`src/rtl/core/weekly_window_rule_table_macros.svh`:
```
// ---------------------------------------------------------------------------
// weekly window rule table assertion macros
// concurrent checks on clk_i, quiet while rst_ni is low
// ---------------------------------------------------------------------------
`ifndef WEEKLY_WINDOW_RULE_TABLE_MACROS_SVH
`define WEEKLY_WINDOW_RULE_TABLE_MACROS_SVH
`ifndef SYNTHESIS
// property that holds in the same cycle
`define WWRT_ASSERT(lbl, prop, msg) \
  lbl: assert property (@(posedge clk_i) disable iff (!rst_ni) (prop)) else $error(msg);
// condition that holds in the cycle after its trigger
`define WWRT_ASSERT_NEXT(lbl, ante, cons, msg) \
  lbl: assert property (@(posedge clk_i) disable iff (!rst_ni) (ante) |=> (cons)) \
    else $error(msg);
`else
`define WWRT_ASSERT(lbl, prop, msg)
`define WWRT_ASSERT_NEXT(lbl, ante, cons, msg)
`endif
`endif

```
`src/rtl/core/wwrt_pkg.sv`:
```
// ---------------------------------------------------------------------------
// wwrt_pkg
// shared types, codes and defaults of the weekly window rule table
// ---------------------------------------------------------------------------
package wwrt_pkg;

  localparam int unsigned DEF_TABLE_DEPTH = 16;

  typedef enum logic [1:0] {
    FN_UPSERT = 2'd0,
    FN_CLEAR  = 2'd1,
    FN_QUERY  = 2'd2,
    FN_NONE   = 2'd3
  } func_e;

  typedef enum logic [1:0] {
    STS_OK       = 2'd0,
    STS_NO_DAYS  = 2'd1,
    STS_BAD_TIME = 2'd2,
    STS_FULL     = 2'd3
  } status_e;

  typedef struct packed {
    logic [4:0] begin_hour;
    logic [5:0] begin_minute;
    logic [4:0] finish_hour;
    logic [5:0] finish_minute;
  } window_t;

  // controller to datapath
  typedef struct packed {
    logic load;
    logic check;
    logic clear;
    logic step;
    logic write;
    logic emit;
  } dp_cmd_t;

  // datapath to controller
  typedef struct packed {
    func_e func;
    logic  check_err;
    logic  tab_empty;
    logic  scan_done;
    logic  out_free;
  } dp_sts_t;

endpackage

```
`src/rtl/core/wwrt_dp.sv`:
```
// ---------------------------------------------------------------------------
// wwrt_dp
// rule memory, item registers, scan pipeline and result registers
// ---------------------------------------------------------------------------
`include "weekly_window_rule_table_macros.svh"

module wwrt_dp #(
  parameter int unsigned TableDepth = wwrt_pkg::DEF_TABLE_DEPTH
) (
  input  logic               clk_i,
  input  logic               rst_ni,
  input  logic [1:0]         func_i,
  input  logic [31:0]        rule_id_i,
  input  logic [6:0]         day_mask_i,
  input  logic [4:0]         begin_hour_i,
  input  logic [5:0]         begin_minute_i,
  input  logic [4:0]         finish_hour_i,
  input  logic [5:0]         finish_minute_i,
  input  logic [9:0]         core_count_i,
  input  logic [2:0]         now_weekday_i,
  input  logic [4:0]         now_hour_i,
  input  logic [5:0]         now_minute_i,
  input  logic               best_fit_i,
  input  wwrt_pkg::dp_cmd_t  cmd_i,
  output wwrt_pkg::dp_sts_t  sts_o,
  input  logic               out_stall_i,
  output logic               out_valid_o,
  output logic [1:0]         status_o,
  output logic               found_o,
  output logic [3:0]         match_index_o,
  output logic [9:0]         match_cores_o
);

  localparam int unsigned CW = $clog2(TableDepth + 1);
  localparam int unsigned AW = (TableDepth > 1) ? $clog2(TableDepth) : 1;
  localparam logic [CW-1:0] DepthVal = CW'(TableDepth);

  typedef struct packed {
    logic [31:0]       ident;
    logic [6:0]        days;
    wwrt_pkg::window_t win;
    logic [9:0]        cores;
  } entry_t;

  entry_t mem [TableDepth];

  // latched item
  wwrt_pkg::func_e   func_q;
  logic [31:0]       id_q;
  logic [6:0]        days_q;
  wwrt_pkg::window_t win_q;
  logic [9:0]        ccnt_q;
  logic [2:0]        wd_q;
  logic [4:0]        hr_q;
  logic [5:0]        mn_q;
  logic              best_q;

  // table and scan
  logic [CW-1:0]     total_q;
  logic [CW-1:0]     scan_q;
  logic [CW-1:0]     rd_ptr_q;
  logic              rd_vld_q;
  entry_t            rd_q;
  logic [CW-1:0]     slot_q;
  logic              hit_q;

  // working result and output register
  wwrt_pkg::status_e res_status_q;
  logic              res_found_q;
  logic [CW-1:0]     res_idx_q;
  logic [9:0]        res_cores_q;
  logic              out_valid_q;
  wwrt_pkg::status_e out_status_q;
  logic              out_found_q;
  logic [3:0]        out_idx_q;
  logic [9:0]        out_cores_q;

  logic [7:0]        days_ext;
  logic [CW-1:0]     total_inc;
  logic              day_ok, begin_ok, end_ok, q_match, id_match, stop, last;
  logic              better, is_upsert, is_query, issue, full, no_days, bad_time;
  logic              append;

  assign days_ext  = {1'b0, rd_q.days};
  assign day_ok    = days_ext[wd_q];
  assign begin_ok  = !((hr_q < rd_q.win.begin_hour) ||
                       ((hr_q == rd_q.win.begin_hour) && (mn_q < rd_q.win.begin_minute)));
  // an end hour of zero leaves later hours open
  assign end_ok    = !(((rd_q.win.finish_hour != 5'd0) && (hr_q > rd_q.win.finish_hour)) ||
                       ((hr_q == rd_q.win.finish_hour) && (mn_q > rd_q.win.finish_minute)));
  assign q_match   = day_ok && begin_ok && end_ok;
  assign id_match  = (rd_q.ident == id_q);
  assign is_upsert = (func_q == wwrt_pkg::FN_UPSERT);
  assign is_query  = (func_q == wwrt_pkg::FN_QUERY);
  assign stop      = is_upsert ? id_match : (q_match && !best_q);
  assign last      = ((rd_ptr_q + CW'(1)) == total_q);
  assign better    = q_match && (!res_found_q || (rd_q.cores > res_cores_q));
  assign issue     = cmd_i.step && (scan_q < total_q);
  assign full      = (slot_q == DepthVal);
  assign append    = cmd_i.write && !hit_q && !full;
  assign total_inc = total_q + CW'(1);
  assign no_days   = (days_q == 7'd0);
  assign bad_time  = (win_q.begin_hour > win_q.finish_hour) ||
                     ((win_q.begin_hour == win_q.finish_hour) &&
                      (win_q.begin_minute > win_q.finish_minute));

  assign sts_o.func      = func_q;
  assign sts_o.check_err = no_days || bad_time;
  assign sts_o.tab_empty = (total_q == '0);
  assign sts_o.scan_done = rd_vld_q && (stop || last);
  assign sts_o.out_free  = !out_valid_q || !out_stall_i;

  // control registers
  always_ff @(posedge clk_i or negedge rst_ni) begin
    if (!rst_ni) begin
      total_q     <= '0;
      scan_q      <= '0;
      rd_vld_q    <= 1'b0;
      out_valid_q <= 1'b0;
    end else begin
      if (cmd_i.clear) begin
        total_q <= '0;
      end else if (append) begin
        total_q <= total_inc;
      end
      if (cmd_i.load) begin
        scan_q   <= '0;
        rd_vld_q <= 1'b0;
      end else if (cmd_i.step) begin
        rd_vld_q <= issue;
        if (issue) begin
          scan_q <= scan_q + CW'(1);
        end
      end
      if (cmd_i.emit) begin
        out_valid_q <= 1'b1;
      end else if (!out_stall_i) begin
        out_valid_q <= 1'b0;
      end
    end
  end

  // rule memory, one write and one registered read per cycle
  always_ff @(posedge clk_i) begin
    if (cmd_i.write && !full) begin
      mem[slot_q[AW-1:0]] <= '{ident: id_q, days: days_q, win: win_q, cores: ccnt_q};
    end
    if (issue) begin
      rd_q     <= mem[scan_q[AW-1:0]];
      rd_ptr_q <= scan_q;
    end
  end

  // item and result payload
  always_ff @(posedge clk_i) begin
    if (cmd_i.load) begin
      func_q       <= wwrt_pkg::func_e'(func_i);
      id_q         <= rule_id_i;
      days_q       <= day_mask_i;
      win_q        <= '{begin_hour: begin_hour_i, begin_minute: begin_minute_i,
                        finish_hour: finish_hour_i, finish_minute: finish_minute_i};
      ccnt_q       <= core_count_i;
      wd_q         <= now_weekday_i;
      hr_q         <= now_hour_i;
      mn_q         <= now_minute_i;
      best_q       <= best_fit_i;
      slot_q       <= total_q;
      hit_q        <= 1'b0;
      res_status_q <= wwrt_pkg::STS_OK;
      res_found_q  <= 1'b0;
      res_idx_q    <= '0;
      res_cores_q  <= '0;
    end
    // an empty day mask is reported ahead of a bad window
    if (cmd_i.check && is_upsert && (no_days || bad_time)) begin
      priority if (no_days) begin
        res_status_q <= wwrt_pkg::STS_NO_DAYS;
      end else begin
        res_status_q <= wwrt_pkg::STS_BAD_TIME;
      end
    end
    if (cmd_i.step && rd_vld_q) begin
      if (is_upsert && id_match) begin
        hit_q  <= 1'b1;
        slot_q <= rd_ptr_q;
      end
      if (is_query && better) begin
        res_found_q <= 1'b1;
        res_idx_q   <= rd_ptr_q;
        res_cores_q <= rd_q.cores;
      end
    end
    if (cmd_i.write && full) begin
      res_status_q <= wwrt_pkg::STS_FULL;
    end
    if (cmd_i.emit) begin
      out_status_q <= res_status_q;
      out_found_q  <= res_found_q;
      out_idx_q    <= 4'(res_idx_q);
      out_cores_q  <= res_cores_q;
    end
  end

  assign out_valid_o   = out_valid_q;
  assign status_o      = out_status_q;
  assign found_o       = out_found_q;
  assign match_index_o = out_idx_q;
  assign match_cores_o = out_cores_q;

  `WWRT_ASSERT(a_total_bound, total_q <= DepthVal, "rule count above table depth")
  `WWRT_ASSERT(a_read_in_table, !rd_vld_q || (rd_ptr_q < total_q), "scan read past last rule")
  `WWRT_ASSERT_NEXT(a_append_grows, append, total_q == $past(total_inc), "append did not grow")

endmodule

```
`src/rtl/core/wwrt_ctrl.sv`:
```
// ---------------------------------------------------------------------------
// wwrt_ctrl
// sequencer: check, scan, write and hand-off of one item at a time
// ---------------------------------------------------------------------------
`include "weekly_window_rule_table_macros.svh"

module wwrt_ctrl (
  input  logic              clk_i,
  input  logic              rst_ni,
  input  logic              in_valid_i,
  output logic              in_stall_o,
  output wwrt_pkg::dp_cmd_t cmd_o,
  input  wwrt_pkg::dp_sts_t sts_i
);

  typedef enum logic [2:0] {
    S_IDLE,
    S_CHECK,
    S_SCAN,
    S_WRITE,
    S_DONE
  } state_e;

  state_e            state_q, state_d;
  wwrt_pkg::dp_cmd_t cmd;

  always_comb begin
    cmd     = '0;
    state_d = state_q;
    unique case (state_q)
      S_IDLE: begin
        if (in_valid_i) begin
          cmd.load = 1'b1;
          state_d  = S_CHECK;
        end
      end
      S_CHECK: begin
        cmd.check = 1'b1;
        unique case (sts_i.func)
          wwrt_pkg::FN_UPSERT: begin
            priority if (sts_i.check_err) begin
              state_d = S_DONE;
            end else if (sts_i.tab_empty) begin
              state_d = S_WRITE;
            end else begin
              state_d = S_SCAN;
            end
          end
          wwrt_pkg::FN_CLEAR: begin
            cmd.clear = 1'b1;
            state_d   = S_DONE;
          end
          wwrt_pkg::FN_QUERY: begin
            state_d = sts_i.tab_empty ? S_DONE : S_SCAN;
          end
          default: state_d = S_DONE;
        endcase
      end
      S_SCAN: begin
        cmd.step = 1'b1;
        if (sts_i.scan_done) begin
          state_d = (sts_i.func == wwrt_pkg::FN_UPSERT) ? S_WRITE : S_DONE;
        end
      end
      S_WRITE: begin
        cmd.write = 1'b1;
        state_d   = S_DONE;
      end
      S_DONE: begin
        if (sts_i.out_free) begin
          cmd.emit = 1'b1;
          state_d  = S_IDLE;
        end
      end
      default: state_d = S_IDLE;
    endcase
  end

  always_ff @(posedge clk_i or negedge rst_ni) begin
    if (!rst_ni) begin
      state_q <= S_IDLE;
    end else begin
      state_q <= state_d;
    end
  end

  assign cmd_o      = cmd;
  assign in_stall_o = (state_q != S_IDLE);

  `WWRT_ASSERT_NEXT(a_scan_ends, (state_q == S_SCAN) && sts_i.scan_done, state_q != S_SCAN, "scan did not end")
  `WWRT_ASSERT_NEXT(a_done_holds, (state_q == S_DONE) && !sts_i.out_free, state_q == S_DONE, "result dropped while output busy")
  `WWRT_ASSERT(a_write_upsert, (state_q != S_WRITE) || (sts_i.func == wwrt_pkg::FN_UPSERT), "table write outside upsert")

endmodule

```
`src/rtl/core/weekly_window_rule_table.sv`:
```
// ---------------------------------------------------------------------------
// weekly_window_rule_table
// table of weekly time-window rules with upsert, clear and time query
// ---------------------------------------------------------------------------
//
//   channel  direction  handshake                 payload
//   -------  ---------  ------------------------  --------------------------
//   in       input      in_valid_i / in_stall_o   func_i .. best_fit_i
//   out      output     out_valid_o / out_stall_i status_o, found_o,
//                                                 match_index_o, match_cores_o
//
// one item at a time; the single memory read port gives one stored rule per
// cycle to the scan, which runs up to the matching id or first hit, or over
// every stored rule for best fit; a query runs check, scan, hand-off, an
// upsert check, scan, write, hand-off; a rejected upsert, a clear, an unused
// code or an empty-table query goes from check to hand-off, an upsert into an
// empty table from check to write; the next item is taken back in idle; reset
// empties the table at once; a waiting result sits in the output register
// while the next item runs, which holds at its end under out_stall_i
//
module weekly_window_rule_table #(
  parameter int unsigned TableDepth = wwrt_pkg::DEF_TABLE_DEPTH
) (
  input  logic        clk_i,
  input  logic        rst_ni,
  // item input
  input  logic        in_valid_i,
  output logic        in_stall_o,
  input  logic [1:0]  func_i,
  input  logic [31:0] rule_id_i,
  input  logic [6:0]  day_mask_i,
  input  logic [4:0]  begin_hour_i,
  input  logic [5:0]  begin_minute_i,
  input  logic [4:0]  finish_hour_i,
  input  logic [5:0]  finish_minute_i,
  input  logic [9:0]  core_count_i,
  input  logic [2:0]  now_weekday_i,
  input  logic [4:0]  now_hour_i,
  input  logic [5:0]  now_minute_i,
  input  logic        best_fit_i,
  // result output
  output logic        out_valid_o,
  input  logic        out_stall_i,
  output logic [1:0]  status_o,
  output logic        found_o,
  output logic [3:0]  match_index_o,
  output logic [9:0]  match_cores_o
);

  // command and status between sequencer and datapath
  wwrt_pkg::dp_cmd_t cmd;
  wwrt_pkg::dp_sts_t sts;

  // sequencer: idle, check, scan, write, hand-off
  wwrt_ctrl u_ctrl (
    .clk_i      (clk_i),
    .rst_ni     (rst_ni),
    .in_valid_i (in_valid_i),
    .in_stall_o (in_stall_o),
    .cmd_o      (cmd),
    .sts_i      (sts)
  );

  // rule memory, compare logic and the output register
  wwrt_dp #(
    .TableDepth (TableDepth)
  ) u_dp (
    .clk_i           (clk_i),
    .rst_ni          (rst_ni),
    .func_i          (func_i),
    .rule_id_i       (rule_id_i),
    .day_mask_i      (day_mask_i),
    .begin_hour_i    (begin_hour_i),
    .begin_minute_i  (begin_minute_i),
    .finish_hour_i   (finish_hour_i),
    .finish_minute_i (finish_minute_i),
    .core_count_i    (core_count_i),
    .now_weekday_i   (now_weekday_i),
    .now_hour_i      (now_hour_i),
    .now_minute_i    (now_minute_i),
    .best_fit_i      (best_fit_i),
    .cmd_i           (cmd),
    .sts_o           (sts),
    .out_stall_i     (out_stall_i),
    .out_valid_o     (out_valid_o),
    .status_o        (status_o),
    .found_o         (found_o),
    .match_index_o   (match_index_o),
    .match_cores_o   (match_cores_o)
  );

endmodule

```
`config.mk`:
```
export PLATFORM = sky130hd
export DESIGN_NAME = weekly_window_rule_table
export DESIGN_NICKNAME = d
export VERILOG_FILES = /design/src/rtl/core/wwrt_pkg.sv /design/src/rtl/core/wwrt_dp.sv /design/src/rtl/core/wwrt_ctrl.sv /design/src/rtl/core/weekly_window_rule_table.sv
export VERILOG_INCLUDE_DIRS = /design/src /design/src/rtl/core
export SDC_FILE = /design/constraint.sdc
export NUM_CORES = 1
export LEC_CHECK = 0
export BUFFER_PORTS_ARGS = -buffer_cell sky130_fd_sc_hd__buf_2
export CORE_MARGIN = 5
export CORE_UTILIZATION = 59
export CTS_BUF_LIST = sky130_fd_sc_hd__clkbuf_16
export DETAILED_ROUTE_END_ITERATION = 12
export GPL_TIMING_DRIVEN = 0
export PLACE_DENSITY = 0.76
export REMOVE_ABC_BUFFERS = 1
export SLEW_MARGIN = 20
export SYNTH_ARGS = -nofsm -noshare
export SYNTH_HDL_FRONTEND = slang
export SYNTH_HIERARCHICAL = 1
export SYNTH_SLANG_ARGS = --single-unit
```
`constraint.sdc`:
```
create_clock -name clk_i -period 14.82 [get_ports clk_i]
set_input_delay 0.741 -clock clk_i [delete_from_list [all_inputs] [get_ports clk_i]]
set_output_delay 0.741 -clock clk_i [all_outputs]
set_load 0.05 [all_outputs]
```
==> metrics.md, run 1 <==
| Metric | Value |
|---|---|
| Post-Synthesis Cells | between 2000 and 2500 |
| Site row count | 108 |
| Hold WC Path Type | in -> reg |
| Wirelength per Cell | roughly 33 um |
| Number of synthesized flops with an enable pin | between 1000 and 1500 |
| Share of the synthesized area in the top cell type | 76.72% |
| Crit path setup slack, layout | approximately 11 ns |
| Post-synth top area cell | edfxtp_1 |
| Count leader, synth | edfxtp_1 |
| Synth async-reset ratio | under 10% |
| 1st-iter DRT viols | between 3000 and 4000 |
| Slew Limit Fails | 0 |
| Synth top area cells | edfxtp_1 (77%), mux4_2 (16%), ha_1 (1.2%) |
| # port buffers | 110 |
| Clock Skews | between 0.02 and 0.025 ns |
| Pwr Total | around 9.4 mW |
| FF-to-FF setup slack | roughly 11 ns |
| Synth cell types | 59 |
| DIE HEIGHT | slightly above 300 um |
| DIE AREA | around 93000 sq um |
| CTS tree | built |
| Core outline area | 86750 sq um |
| VDD IR-drop max | 133.4 uV |
| Critical Path Sink Type | flip-flop |
| Max frequency | 0.2677 GHz |
| Hold endpoint | u_dp/days_q[0]$_DFFE_PP_ |
| RSZ-0062 raised after global routing | false |
| IO Count | between 100 and 150 |
| M3 GR Usage | under 10% |
| Total CTS buffers | about 130 |
| Remaining antenna violation count | 0 |
| Final worst path period need | about 3.7 ns |
| Area growth syn-to-layout | 17.03% |
| CP Launch Point | u_ctrl/state_q[1]$_DFFE_PN0P_ |
| Crit path DAT | between 4 and 5 ns |
| Pre-CTS setup slack | between 10 and 15 ns |
| GRT overflow | 0 |
| Clock transition at path regs | 0.06 ns |
| Hold-critical path depth | 1 |
| Critical Path Slowest Stage Cell | nor3_2 |
| Clock Tree Buf Depth | 3 |
| Starting Density | 59.42% |
| DR vias | approximately 25000 |
| Hold Slack | around 0.18 ns |
| Post-DP HPWL | 72050 um |
| Vias in the first global route | approximately 26000 |
| Leak pwr | ~19 nW |
| Final Routed Wirelength | 123900 um |
| Layout cells sized above 1 | 32.72% |
| Vias per cell | 6.674 |
| Worst slew margin | approximately 28% |
| Antenna violations before repair | 1 |
| Measured slew at the worst slew-check pin | 1.076 ns |
| Max Cap Viol | 0 |
| CTS resizes | 0 |
| GR Util met2 | roughly 44% |
| Most used DFF post-synth | edfxtp_1 |
| Total track usage | ~27% |
| Most used routing layer | met2 |
| Final Cell Area | slightly above 60000 sq um |
| CP Class | reg -> reg |
| CP required | between 15 and 20 ns |
| Largest net degree at the start of global routing | 53 |
| Top post-synthesis cells by count | edfxtp_1 (1317), mux4_2 (356), inv_1 (56) |
| TritonRoute pass-1 iters | 6 |
| Cells on worst reg2reg path | 8 |
| Hold Crit Start | day_mask_i[0] |
| FF-to-FF End | u_dp/mem[3][68]$_DFFE_PP_ |
| Post-synthesis register bit count | approximately 1400 |
| Mapped Area | 51550 sq um |
| Status | complete, no violations |
| Endpoints failing hold | 0 |
| Clock latency on the worst-skew pair | 0.73 ns |
| Clock Sinks | around 1400 |
| Critical path cell sequence | nand2b_1 -> nor2_1 -> nand3_1 -> nor3_2 -> buf_6 -> buf_4 -> buf_4 -> buf_6 |
| CP startpoint kind | flip-flop |
| Die span in x | between 300 and 400 um |
| Crit-path max cell delay | a little over 0.9 ns |
| Placed cell areas | 55980 sq um |
| Routability Congestion | approximately 0.77 |
| Clock Tree Root | clkbuf_16 |
| Critical path peak fanout | 11 |
| Post-Syn Area per Cell | between 20 and 25 sq um |
| Final period util | 25.20% |
| Pwr per Cell Area | 156.3 nW/um^2 |
| # diodes | 0 |
| Global-route wire length before repair | around 180000 um |
| Worst R2R Start | u_ctrl/state_q[1]$_DFFE_PN0P_ |
| # DRC | 0 |
| Yosys Warn Count | 6 |
| Met1 Resource Use GR | approximately 38% |
| Sequential cell area fraction in the yosys report | 78.34% |
| Fin nets | ~2600 |
| H-tree lvl count | 4 |
| Final setup fails | 0 |
-- where the power goes --
group | total (mW) | switching (mW) | internal [mW]
registers | 4.75 | 0.237 | 4.52
clock network | 3.35 | 1.43 | 1.92
logic | 1.33 | 0.640 | 0.686
-- routing by layer --
metal	routed length, um	vias to the layer above
met5	0	-
met4	4408	0
met3	12580	338
met2	61800	1687
met1	45090	13158
li1	-	9863
-- worst max-delay path: cells and delay by family (launching register included) --
kind | cells | cell delay [ns]
buffers and inverters | 4 | 0.86
flip-flops | 1 | 0.59
AND/OR/NAND/NOR | 4 | 1.97
-- stage by stage --
stage	util (%)	cells	TNS [ns]
finish	69.54	3753	0
detailed placement	64.53	3506	0
global placement	61.26	3359	-727.82
CTS	69.54	3753	0
floorplan	-	2094	0
global route	69.54	3753	0
-- flip-flops by register name, indices dropped and copies added, names as in the netlist, 6 cells and up --
| signal | cells |
|---|---|
| u_dp/id_q | 32 |
| u_dp/days_ext | 7 |
| u_dp/rd_q | 64 |
| u_dp/mem | 1136 |
| u_dp/res_cores_q | 10 |
| u_dp/days_q | 7 |
| u_dp/ccnt_q | 10 |
| u_dp/win_q | 22 |
| u_dp/match_cores_o | 10 |
| u_dp/mn_q | 6 |
-- cells by family (layout without fill, tap and decap cells) --
group                      count (synthesis)  after routing  synth area share, %
adders and majority gates                 50             50                1.214
muxes                                    383            383                16.19
AOI/OAI and AO/OA                         63             63               0.8180
xor gates and xnor gates                  44             44               0.7476
buffers and inverters                    146            560                1.180
DFF                                     1355           1355                78.34
and+or+nand+nor                          143            143                1.507
-- placed cells by master (no fill, tap or decap), types with 13 or more instances in the layout --
cell,instances
clkinv_1,36
nor2_1,32
mux4_2,356
clkbuf_16,141
a21oi_1,17
nand2_1,19
xor2_1,34
clkinv_2,16
buf_2,124
inv_1,79
buf_4,33
dfxtp_1,23
buf_12,24
nor2_4,13
buf_16,64
mux2_2,15
ha_1,50
edfxtp_1,1317
-- how the worst max path moves through the flow --
| stage | endpoint | slack [ns] | cells after the start |
|---|---|---|---|
| 4_1_cts | u_dp/mem[3][68]$_DFFE_PP_ | 11.17 | 8 |
| 5_1_grt | u_dp/mem[3][68]$_DFFE_PP_ | 10.94 | 8 |
| 2_1_floorplan | u_dp/days_ext[0]$_DFFE_PP_ | 1.90 | 5 |
| 3_5_place_dp | u_dp/mem[3][68]$_DFFE_PP_ | 11.36 | 8 |
| 3_3_place_gp | u_dp/days_ext[5]$_DFFE_PP_ | -4.01 | 5 |
| 6_report | u_dp/mem[3][68]$_DFFE_PP_ | 11.08 | 8 |
-- what timing repair did --
| action | CTS | global route |
|---|---|---|
| buffers inserted | 0 | 0 |
| endpoints found under the hold margin | 15 | 0 |
| hold buffers | 1 | 0 |
-- area by class of cell --
type,count,area [sq um]
Sequential cell,1355,40400
Clock buffer,141,3528
Inverter,56,215.2
Timing Repair Buffer,258,3256
Tap cell,1155,1445
Fill cell,4907,26430
Clock inverter,105,808.3
Multi-Input combinational cell,683,10680
Note: power is estimated with default switching activity, not from simulation.
==> run 2: changes to the inputs <==
==> constraint.sdc (replaced) <==
create_clock -name clk_i -period 3.5 [get_ports clk_i]
set_input_delay 0.175 -clock clk_i [delete_from_list [all_inputs] [get_ports clk_i]]
set_output_delay 0.175 -clock clk_i [all_outputs]
set_load 0.05 [all_outputs]
==> run 2 against run 1 <==
Net effect:
- power increased to 4.2 times the previous value
- design area increased by 1.7%
- critical path type unchanged
- combinational power increased to 4.3 times the previous value
- largest cell class unchanged
- register-to-register slack got worse by 11 ns
- global-route usage increased by 0.11 points
- setup slack got worse by 11 ns
- non-clock buffer count increased by 97
- cell count increased by 2.6%
==> metrics.md, run 2 (synthesis gave the netlist of run 1 again) <==
| Metric | Value |
|---|---|
| Status | complete, no violations |
| CP Class | reg -> reg |
| Hold-critical path depth | 2 (+1) |
| Leak pwr | 19.75 nW (+2.1%) |
| Wirelength per Cell | 32.45 um (-1.7%) |
| Final period util | 99.68% (+74 points) |
| Hold WC Path Type | in -> reg |
| Cells on worst reg2reg path | 7 (-1) |
| Critical path cell sequence | nand2b_1 -> nor2_1 -> nand3_1 -> nor2_4 -> buf_16 -> buf_12 -> buf_16 |
| Crit path setup slack, layout | 0.01135 ns (-11.07 ns) |
| Core outline area | 86750 sq um (unchanged) |
| Max reg flops | 1136 (unchanged) |
| Fin nets | 2726 (+3.7%) |
| Pre-CTS setup slack | 0.03787 ns (-11.32 ns) |
| CTS tree | built |
| # diodes | 0 (unchanged) |
| CP startpoint kind | flip-flop |
| H-tree lvl count | 4 (unchanged) |
| Final Routed Wirelength | 124900 um (+0.86%) |
| Max Cap Viol | 0 (unchanged) |
| # DRC | 0 (unchanged) |
| Clock latency on the worst-skew pair | 0.73 ns (about the same) |
| Worst R2R Start | u_ctrl/state_q[1]$_DFFE_PN0P_ |
| Hold endpoint | u_dp/best_q$_DFFE_PP_ |
| Slew Limit Fails | 0 (unchanged) |
| Critical Path Slowest Stage Cell | nor2_4 |
| Vias per cell | 6.582 (-1.4%) |
| DIE AREA | 93380 sq um (unchanged) |
| Die span in x | 305.6 um (unchanged) |
| Antenna violations before repair | 1 (unchanged) |
| Routability Congestion | 0.7707 (unchanged) |
| Hold Slack | 0.1491 ns (-0.03195 ns) |
| Clock Tree Root | clkbuf_16 |
| Crit path DAT | 3.92 ns (-0.24 ns) |
| Total CTS buffers | 133 (unchanged) |
| GRT overflow | 0 (unchanged) |
| Final Cell Area | 61330 sq um (+1.7%) |
| CP required | 3.93 ns (-11.32 ns) |
| Critical path peak fanout | 16 (+5) |
| Starting Density | 59.42% (unchanged) |
| DIE HEIGHT | 305.6 um (unchanged) |
| Clock transition at path regs | 0.06 ns (about the same) |
| Remaining antenna violation count | 0 (unchanged) |
| Clock Sinks | 1355 (unchanged) |
| TritonRoute pass-1 iters | 5 (-1) |
| Clock Tree Buf Depth | 3 (unchanged) |
| IO Count | 111 (unchanged) |
| Layout cells sized above 1 | 31.87% (-0.84 points) |
| Critical Path Sink Type | flip-flop |
| Hold Crit Start | best_fit_i |
| Crit-path max cell delay | 0.73 ns (-0.19 ns) |
| Site row count | 108 (unchanged) |
| VDD IR-drop max | 569.6 uV (+330%) |
| Area growth syn-to-layout | 18.97% |
| Pwr Total | 40.01 mW (+320%) |
| Family with the most delay on the worst path | simple AND/OR/NAND/NOR gates |
| Pwr per Cell Area | 652.4 nW/um^2 (+320%) |
| Max frequency | 0.2866 GHz (+7.1%) |
| DR vias | 25341 (+1.2%) |
| 1st-iter DRT viols | 3486 (-2.4%) |
| Global-route wire length before repair | 182400 um (+0.47%) |
| Final setup fails | 0 (unchanged) |
| # port buffers | 110 (unchanged) |
| Buf/Inv on CP | 3 (-1) |
| Most common cell after layout, fill and taps aside | edfxtp_1 |
| FF-to-FF End | u_dp/mem[7][59]$_DFFE_PP_ |
| Largest net degree at the start of global routing | 53 (unchanged) |
| Placed cell areas | 55980 sq um (unchanged) |
| Measured slew at the worst slew-check pin | 1.093 ns (+0.01710 ns) |
| Total track usage | 27.09% (+0.11 points) |
| Endpoints failing hold | 0 (unchanged) |
| Worst slew margin | 26.64% (-1.1 points) |
| Clock Skews | 0.02265 ns (-0.001687 ns) |
| FF-to-FF setup slack | 0.01 ns (-11.07 ns) |
| Vias in the first global route | 26311 (+1.0%) |
| Most used cell, CP | buf_16 |
| Post-DP HPWL | 72050 um (unchanged) |
| Most frequent cells in the layout | edfxtp_1 (1317), mux4_2 (356), clkbuf_16 (141) |
| Final worst path period need | 3.489 ns (-0.2466 ns) |
run 2: changes by cell type in the layout (fill, tap and decap cells not counted), moves of 2 or more:
cell           before  now
dlygate4sd3_1       1   92
a2111oi_1           0    2
a2111oi_0           2    0
buf_4              33   38
run 2: worst max path at each step:
stage | from | endpoint | slack [ns] | cells after the start
finish | u_ctrl/state_q[1]$_DFFE_PN0P_ | u_dp/mem[7][59]$_DFFE_PP_ | 0.01 | 7
CTS | u_dp/scan_q[1]$_DFFE_PN0P_ | u_dp/rd_q[3]$_DFFE_PP_ | 0.02 | 7
global route | u_dp/rd_ptr_q[0]$_DFFE_PP_ | u_ctrl/state_q[0]$_DFFE_PN0P_ | -0.08 | 9
global placement | u_dp/scan_q[0]$_DFFE_PN0P_ | u_dp/days_ext[5]$_DFFE_PP_ | -15.33 | 5
detailed placement | u_ctrl/state_q[2]$_DFFE_PN0P_ | u_dp/mem[3][68]$_DFFE_PP_ | 0.04 | 8
floorplan | u_dp/scan_q[0]$_DFFE_PN0P_ | u_dp/days_ext[0]$_DFFE_PP_ | -9.42 | 5
run 2: layer usage:
layer | GRT usage [%] | wire length, um
met1 | 37.81 | 44950
met2 | 44.06 | 62860
met3 | 5.899 | 12970
met4 | 8.616 | 4152
met5 | 0 | 0
run 2: area by class of cell:
type | instances | area, sq um
Multi-Input combinational cell | 683 | 10710
Clock buffer | 141 | 3528
Clock inverter | 105 | 808.3
Sequential cell | 1355 | 40400
Inverter | 56 | 215.2
Timing Repair Buffer | 355 | 4224
Tap cell | 1155 | 1445
Fill cell | 4835 | 25420
run 2: worst reg2reg max path: stages, from the launching register on:
cell      delay (ns)
dfrtp_1         0.59
nand2b_1        0.21
nor2_1          0.45
nand3_1         0.54
nor2_4          0.73
buf_16          0.26
buf_12          0.22
buf_16          0.19
run 2: report_power, final:
part           switching [mW]  internal (mW)
Clock                    6.04           8.12
Sequential               1.01           19.1
Combinational            2.74           2.98
Total                    9.79           30.2
run 2: what timing repair did:
| action | CTS | global route |
|---|---|---|
| pin swaps | 0 | 3 |
| hold buffers | 92 | 0 |
| cloned | 0 | 0 |
| endpoints found under the hold margin | 115 | 0 |
| buffers inserted | 0 | 6 |
| gates resized for setup | 1 | 6 |
| endpoints found under the setup margin | 6 | 88 |
run 2: metrics by stage:
| stage | TNS (ns) | utilization [%] | std cells |
|---|---|---|---|
| floorplan | -3548.96 | - | 2094 |
| global placement | - | 61.26 | 3359 |
| detailed placement | 0 | 64.53 | 3506 |
| CTS | 0 | 70.60 | 3844 |
| global route | -0.2652 | 70.69 | 3850 |
| finish | 0 | 70.69 | 3850 |
